`src/hw/rtl/tg3d_pkg.sv`:
```
// Shared constants, types and helpers of the tangent-to-3D-vector pipeline.
package tg3d_pkg;

    // fixed-point format of points and basis vectors
    localparam int F_BITS = 14;
    localparam int ONE    = 1 << F_BITS;

    // item field widths
    localparam int W_X = 16;              // point component
    localparam int W_A = 16;              // tangent coordinate, Q4.12
    localparam int W_C = W_X + 1;         // x0 + b*x1
    localparam int W_M = W_C + W_X - F_BITS;
    localparam int W_V = ((W_M > F_BITS + 2) ? W_M : F_BITS + 2) + 1;
    localparam int W_SQ = 2 * W_V;        // squared norm
    localparam int W_R  = W_V;            // norm
    localparam int W_DR = W_V + F_BITS;   // divider remainder
    localparam int Q_W  = F_BITS + 1;     // quotient magnitude, up to ONE
    localparam int W_U  = F_BITS + 2;     // signed unit component

    // stage counts of the shared units
    localparam int L_VN  = 2 + W_R;
    localparam int L_DIV = Q_W + 2;

    // configuration register indexes
    localparam int CFG_IW = 1;
    localparam logic [CFG_IW-1:0] CFG_POLE  = 1'b0;
    localparam logic [CFG_IW-1:0] CFG_DEGEN = 1'b1;
    localparam int W_CFG = 15;

    typedef logic [2:0][W_V-1:0] t_vec;
    typedef logic [2:0][W_U-1:0] t_uvec;

    // divider result: unit vector and zero-norm status
    typedef struct packed {
        t_uvec unit;
        logic  zero;
    } t_div_res;

    // magnitude of a two's complement component
    function automatic logic [W_V-1:0] mag_v(input logic [W_V-1:0] v);
        return v[W_V-1] ? (~v + 1'b1) : v;
    endfunction

endpackage

```
`src/hw/rtl/tg3d_vnorm.sv`:
```
// Pipelined vector norm: squares, sum and a one-bit-per-stage square root.
module tg3d_vnorm (
    input  logic                     i_clk,
    input  logic                     i_en,
    input  tg3d_pkg::t_vec           i_vec,
    output tg3d_pkg::t_vec           o_vec,
    output logic [tg3d_pkg::W_R-1:0] o_nrm
);
    import tg3d_pkg::*;

    logic [W_SQ-1:0] r_sq   [3];
    logic [W_SQ-1:0] r_rem  [W_R+1];
    logic [W_R-1:0]  r_root [W_R+1];
    logic [W_SQ-1:0] n_rem  [W_R];
    logic [W_R-1:0]  n_root [W_R];
    logic [W_SQ:0]   w_dlt  [W_R];
    t_vec            r_vd   [L_VN];

    // one root bit per stage, MSB first; remainder holds s - root^2
    always_comb begin
        for (int j = 0; j < W_R; j++) begin
            w_dlt[j] = ((W_SQ+1)'(r_root[j]) << (W_R - j))
                     + ((W_SQ+1)'(1) << (2 * (W_R - 1 - j)));
            if ({1'b0, r_rem[j]} >= w_dlt[j]) begin
                n_rem[j]  = r_rem[j] - w_dlt[j][W_SQ-1:0];
                n_root[j] = r_root[j] | (W_R'(1) << (W_R - 1 - j));
            end else begin
                n_rem[j]  = r_rem[j];
                n_root[j] = r_root[j];
            end
        end
    end

    always_ff @(posedge i_clk) begin
        if (i_en) begin
            for (int c = 0; c < 3; c++) begin
                r_sq[c] <= W_SQ'(mag_v(i_vec[c])) * W_SQ'(mag_v(i_vec[c]));
            end
            r_rem[0]  <= r_sq[0] + r_sq[1] + r_sq[2];
            r_root[0] <= '0;
            for (int j = 0; j < W_R; j++) begin
                r_rem[j+1]  <= n_rem[j];
                r_root[j+1] <= n_root[j];
            end
        end
    end

    // vector travels alongside the norm
    always_ff @(posedge i_clk) begin
        if (i_en) begin
            r_vd[0] <= i_vec;
            for (int k = 1; k < L_VN; k++) begin
                r_vd[k] <= r_vd[k-1];
            end
        end
    end

    assign o_vec = r_vd[L_VN-1];
    assign o_nrm = r_root[W_R];

endmodule

```
`config.mk`:
```
export PLATFORM = sky130hd
export DESIGN_NAME = tg3d_vnorm
export DESIGN_NICKNAME = d
export VERILOG_FILES = /design/src/hw/rtl/tg3d_pkg.sv /design/src/hw/rtl/tg3d_vnorm.sv
export SDC_FILE = /design/constraint.sdc
export NUM_CORES = 2
export LEC_CHECK = 0
export BUFFER_PORTS_ARGS = -buffer_cell sky130_fd_sc_hd__buf_4
export CAP_MARGIN = 20
export CORE_UTILIZATION = 30
export CTS_BUF_LIST = sky130_fd_sc_hd__clkbuf_16
export CTS_CLUSTER_SIZE = 25
export DETAILED_ROUTE_END_ITERATION = 10
export PLACE_DENSITY = 0.46
export SLEW_MARGIN = 0
export SYNTH_ARGS = -nofsm -noshare
export SYNTH_HDL_FRONTEND = slang
export SYNTH_SLANG_ARGS = --single-unit
```
`constraint.sdc`:
```
create_clock -name i_clk -period 14.9 [get_ports i_clk]
set_clock_uncertainty 0.15 [all_clocks]
set_input_delay 2.98 -clock i_clk [delete_from_list [all_inputs] [get_ports i_clk]]
set_output_delay 2.98 -clock i_clk [all_outputs]
set_load 0.01 [all_outputs]
```
# After elaboration in Yosys (flattened, before gate mapping)
# Memory sizes are Yosys's and may differ from the RTL's.
# Index checks and enable logic that the tools add are counted.
[totals]
romBits = 0
ram_bits = 2700
input_bits = 62
n_memories = 4
latch_bits = 0
regBits = 0
[op_classes]
order_cmp = 20
reduce_logical = 0
n_shift = 0
bitwise_logic = 3
eq_ne = 0
addsub = 45
muxes = 45
n_div = 0
mul = 3
[memory_table]
columns = ["memory", "depth", "word_bits", "read_ports", "rd_ports_with_merged_regs", "write_ports", "line_no", "source"]
rows = [
  ["r_vd", 22, 60, 22, 0, 22, "tg3d_vnorm.sv:17", "t_vec r_vd [L_VN];"],
  ["r_rem", 21, 40, 20, 0, 21, "tg3d_vnorm.sv:12", "logic [W_SQ-1:0] r_rem [W_R+1];"],
  ["r_root", 21, 20, 21, 0, 21, "tg3d_vnorm.sv:13", "logic [W_R-1:0] r_root [W_R+1];"],
  ["r_sq", 3, 40, 3, 0, 3, "tg3d_vnorm.sv:11", "logic [W_SQ-1:0] r_sq [3];"],
]
[ops]
columns = ["cell", "n"]
rows = [
  ["two-way mux 40 bit", 20],
  ["multiplier 20 x 20 -> 40 bit", 3],
  ["adder 40 bit", 2],
  ["two-way mux 20 bit", 4],
  ["subtractor 40 bit", 2],
  ["adder 20 x 1 -> 20 bit (second input constant)", 3],
  ["NOT 20 bit", 3],
  ["adder 40 x 39 -> 41 bit (second input constant)", 1],
  [">= comparator 40 x 41 -> 1 bit", 1],
  ["adder 39 x 37 -> 40 bit (second input constant)", 1],
  [">= comparator 40 x 22 -> 1 bit", 1],
  [">= comparator 40 x 23 -> 1 bit", 1],
  [">= comparator 40 x 24 -> 1 bit", 1],
  [">= comparator 40 x 25 -> 1 bit", 1],
  [">= comparator 40 x 26 -> 1 bit", 1],
  [">= comparator 40 x 27 -> 1 bit", 1],
  [">= comparator 40 x 28 -> 1 bit", 1],
  [">= comparator 40 x 29 -> 1 bit", 1],
  [">= comparator 40 x 30 -> 1 bit", 1],
  [">= comparator 40 x 31 -> 1 bit", 1],
  [">= comparator 40 x 32 -> 1 bit", 1],
  [">= comparator 40 x 33 -> 1 bit", 1],
  [">= comparator 40 x 34 -> 1 bit", 1],
  [">= comparator 40 x 35 -> 1 bit", 1],
  ["60 further kinds", 62],
]

# Logic depth before layout (Yosys ltp)
[depth]
word_depth = 4
mapped_depth = 34
depth_no_buf = 32

# Worst setup path before layout
# OpenSTA, ideal clock, no wires.
[synth_path]
kind = "input-to-reg"
from = "input port i_vec[0] in the netlist's numbering"
to = "memory r_sq[0][33] in the netlist's numbering (data pin)"
setup_slack_ns = 3.101
path_stages = 32
n_path_buf = 3
setup_ns = 0.135
t_required_ns = 14.615
arrival_time_ns = 11.513
cell_sequence = "inv_1 > clkbuf_1 > ha_1 > nand2_1 > or4_1 > or3_1 > o41ai_1 > xor2_1 > inv_1 > clkbuf_1 > nand2_1 > fa_1 > inv_1 > fa_1 > inv_1 > fa_1 > inv_1 > fa_1 > fa_1 > fa_1 > fa_1 > ha_1 > clkbuf_1 > a21o_1 > a21o_1 > a21oi_1 > nand3_1 > or3b_2 > a31oi_1 > o21ai_0 > or4b_2 > nand3_1"
[synth_rtl]
columns = ["element", "line_no", "source"]
rows = [
  ["from (decl)", "tg3d_vnorm.sv:5", "input tg3d_pkg::t_vec i_vec,"],
  ["to (decl)", "tg3d_vnorm.sv:11", ""],
]

==> metrics.yaml <==
worst-path-max-fanout: 14
grt_overflow_total: 0
synth_flop_cell: "sky130_fd_sc_hd__edfxtp_1"
fraction_of_layout_instances_using_a_drive_strength_above_1: 0.0663
final_cell_mix: "sky130_fd_sc_hd__edfxtp_1 (2,444), sky130_fd_sc_hd__inv_1 (1,491), sky130_fd_sc_hd__fa_1 (879), sky130_fd_sc_hd__ha_1 (699), sky130_fd_sc_hd__nand2_1 (653)"
hold_start: "r_vd[2][263]"
initialDrtViolationCount: 4299
multi_input_comb_area_sq_um: 48300
drtPass1Iterations: 10
initial_core_utilization: 0.301
finalWeightedCongestion: 0.868
place.detailed.instances: 15100
worstSkewPairLatency_ns: 0.89
ios: 142
setup.worst_path.start: "i_vec[0]"
io_buffers: 141
cts.clk_slew.worst_paths_ns: 0.06
synth_enable_flop_cells: 2444
root_buffer: "sky130_fd_sc_hd__clkbuf_16"
cp_top_family: "adder cells"
timing.critical_path.slowest_stage_cell: "sky130_fd_sc_hd__xor2_1"
worst_r2r_startpoint: "r_rem[4][47]"
cts_buffers: 265
max_slew_margin: 0.205
grt_antenna_before_repair: 12
max_freq_mhz: 81.3
fill_cells: 41400
clock_tree.htree_level_count: 5
cp_slowest_stage_delay_ns: 0.77
avgRoutedWirePerCell_um: 17.2
layout.cells.most_common: "sky130_fd_sc_hd__edfxtp_1"
placementRows: 239
worst_slew_pin_slew_ns: 1.18
post-dp-hpwl_um: 201000
rsz0062_at_grt: "false"
report.final.slew_viol_count: 0
worst_setup_path_start_kind: "input port"
dieWidth_um: 655
drc: 14
cts_repair_resize_count: 0
floorplan.die.height_um: 655
crit_type: "in2reg"
num_vias: 69200
synth.distinct_cells: 83
worst_ep_required_time_ns: 15.49
outcome: "complete, but fails checks"
critPathMostFrequentCell: "sky130_fd_sc_hd__fa_1"
yosysWarningCount: 0
max-cap-violations: 0
final_layout_net_count: 11400
synth.top_cell.area_share: 0.574
final.period_utilization: 0.825
largest_net_degree_at_the_start_of_global_routing: 207
ranking_of_synthesized_cells_by_area: "sky130_fd_sc_hd__edfxtp_1 (57%), sky130_fd_sc_hd__fa_1 (14%), sky130_fd_sc_hd__ha_1 (6.8%), sky130_fd_sc_hd__inv_1 (4.2%), sky130_fd_sc_hd__xnor2_1 (2.1%)"
async_flop_share: 0
drt_wl_total_um: 268000
die-area_sq_um: 429000
seq_area_sq_um: 73400
first_global_vias: 74500
cts_num_sinks: 2444
synth-seq-area-share: 0.574
post-route-util: 0.340
violations_in_the_final_reports: "design-rule violations"
syn2layout_area_growth_pct: 12.9
grt_first_pass_wirelength_um: 419000
hold_violations: 0
final-setup-viol-count: 0
fin_crit_ns: 12.30
netlist_area_sq_um: 128000
synth_largest_area_cell: "sky130_fd_sc_hd__edfxtp_1"
postCtsSetupRepairBufs: 0
ys_seq_elements: 2444
cts.path.max_buffers: 4
drt.antenna.violating_nets: 0
postSynthCellCount: 9384
drt-vias-per-instance: 4.44
global_route.usage.total: 0.124
cts_hold_buf: 0
finish.cell_count_without_fillers: 15600
hp-class: "reg2reg"
endpoint_kind: "register"
setup_tns_ns: 0
tritoncts_clock_tree: "built"
per_instance_average_area_after_synthesis_sq_um: 13.6
signal_arrival_time_at_the_worst_endpoint_ns: 12.89
critical_path.n_buffers_inverters: 7
design.core.area_sq_um: 424000
-- final timing paths --
kind	end	cells after the start	slack (ns)
max	r_sq[0][33]	30	2.60
min	r_vd[2][323]	0	0.22
max reg2reg	r_rem[4][113]	9	10.23
min reg2reg	r_vd[2][323]	0	0.22
-- cell families after synthesis --
family | count (synthesis) | synth area share
flops | 2444 | 0.574
simple gates | 1978 | 0.0732
buf+inv | 1665 | 0.0508
fa+ha+maj | 1578 | 0.206
compound gates | 1147 | 0.0562
xor+xnor | 541 | 0.0371
mux | 29 | 0.00249
other cells | 2 | 0.0000587
-- final cells by class --
class	instances	share of cell area
repair buffers	233	0.0132
diodes	7	0.000121
flip-flops and latches	2444	0.509
inverters	1442	0.0375
clock buffers	265	0.0460
well taps	5663	0.0491
multi-input cells	5324	0.335
clock inverters	197	0.0108
-- state kept, by name, indices dropped and copies added, names as in the netlist --
name and cells:
r_root 210, r_vd 1320, r_rem 800, r_sq 114
-- Yosys cell counts (all sizes together) (32+ instances only) --
| cell | n |
|---|---|
| a21o | 157 |
| a21oi | 337 |
| and3 | 32 |
| buf | 82 |
| clkbuf | 141 |
| edfxtp | 2444 |
| fa | 879 |
| ha | 699 |
| inv | 1432 |
| nand2 | 653 |
| nand2b | 65 |
| nand3 | 102 |
| nand4 | 58 |
| nor2 | 530 |
| nor2b | 56 |
| nor3 | 148 |
| nor4 | 118 |
| o21a | 76 |
| o21ai | 294 |
| o31ai | 46 |
| or3 | 47 |
| or4 | 40 |
| xnor2 | 302 |
| xor2 | 239 |
-- through the flow --
stage	worst slack (ns)	cell area [sq um]	hold WS, ns
after floorplan	3.10	128000	0.250
after global placement	1.90	136000	0.250
after detailed placement	1.74	136000	0.255
after CTS	2.71	144000	0.221
after global routing	2.12	144000	0.233
final	2.60	144000	0.222
-- routing by layer --
| metal | GRT usage | vias to the layer above | routed length [um] |
|---|---|---|---|
| met2 | 0.232 | 1210 | 142000 |
| met4 | 0.0445 | 2 | 9470 |
| li1 | - | 33100 | - |
| met3 | 0.0179 | 451 | 9770 |
| met5 | 0 | - | 12 |
| met1 | 0.143 | 34500 | 107000 |
-- worst reg2reg max path, cell delays in order (launching register included) --
cell                       delay, ns
sky130_fd_sc_hd__edfxtp_1       0.40
sky130_fd_sc_hd__ha_1           0.36
sky130_fd_sc_hd__or4b_2         0.60
sky130_fd_sc_hd__nor3_1         0.66
sky130_fd_sc_hd__nor2_1         0.08
sky130_fd_sc_hd__a21boi_0       0.71
sky130_fd_sc_hd__nor3_4         0.14
sky130_fd_sc_hd__o41ai_2        0.91
sky130_fd_sc_hd__nand3_1        0.20
sky130_fd_sc_hd__xnor2_1        0.18
Power is left out: the tool's default activity adds up to more than one toggle a clock period on the data nets, which glitch-free logic cannot reach.
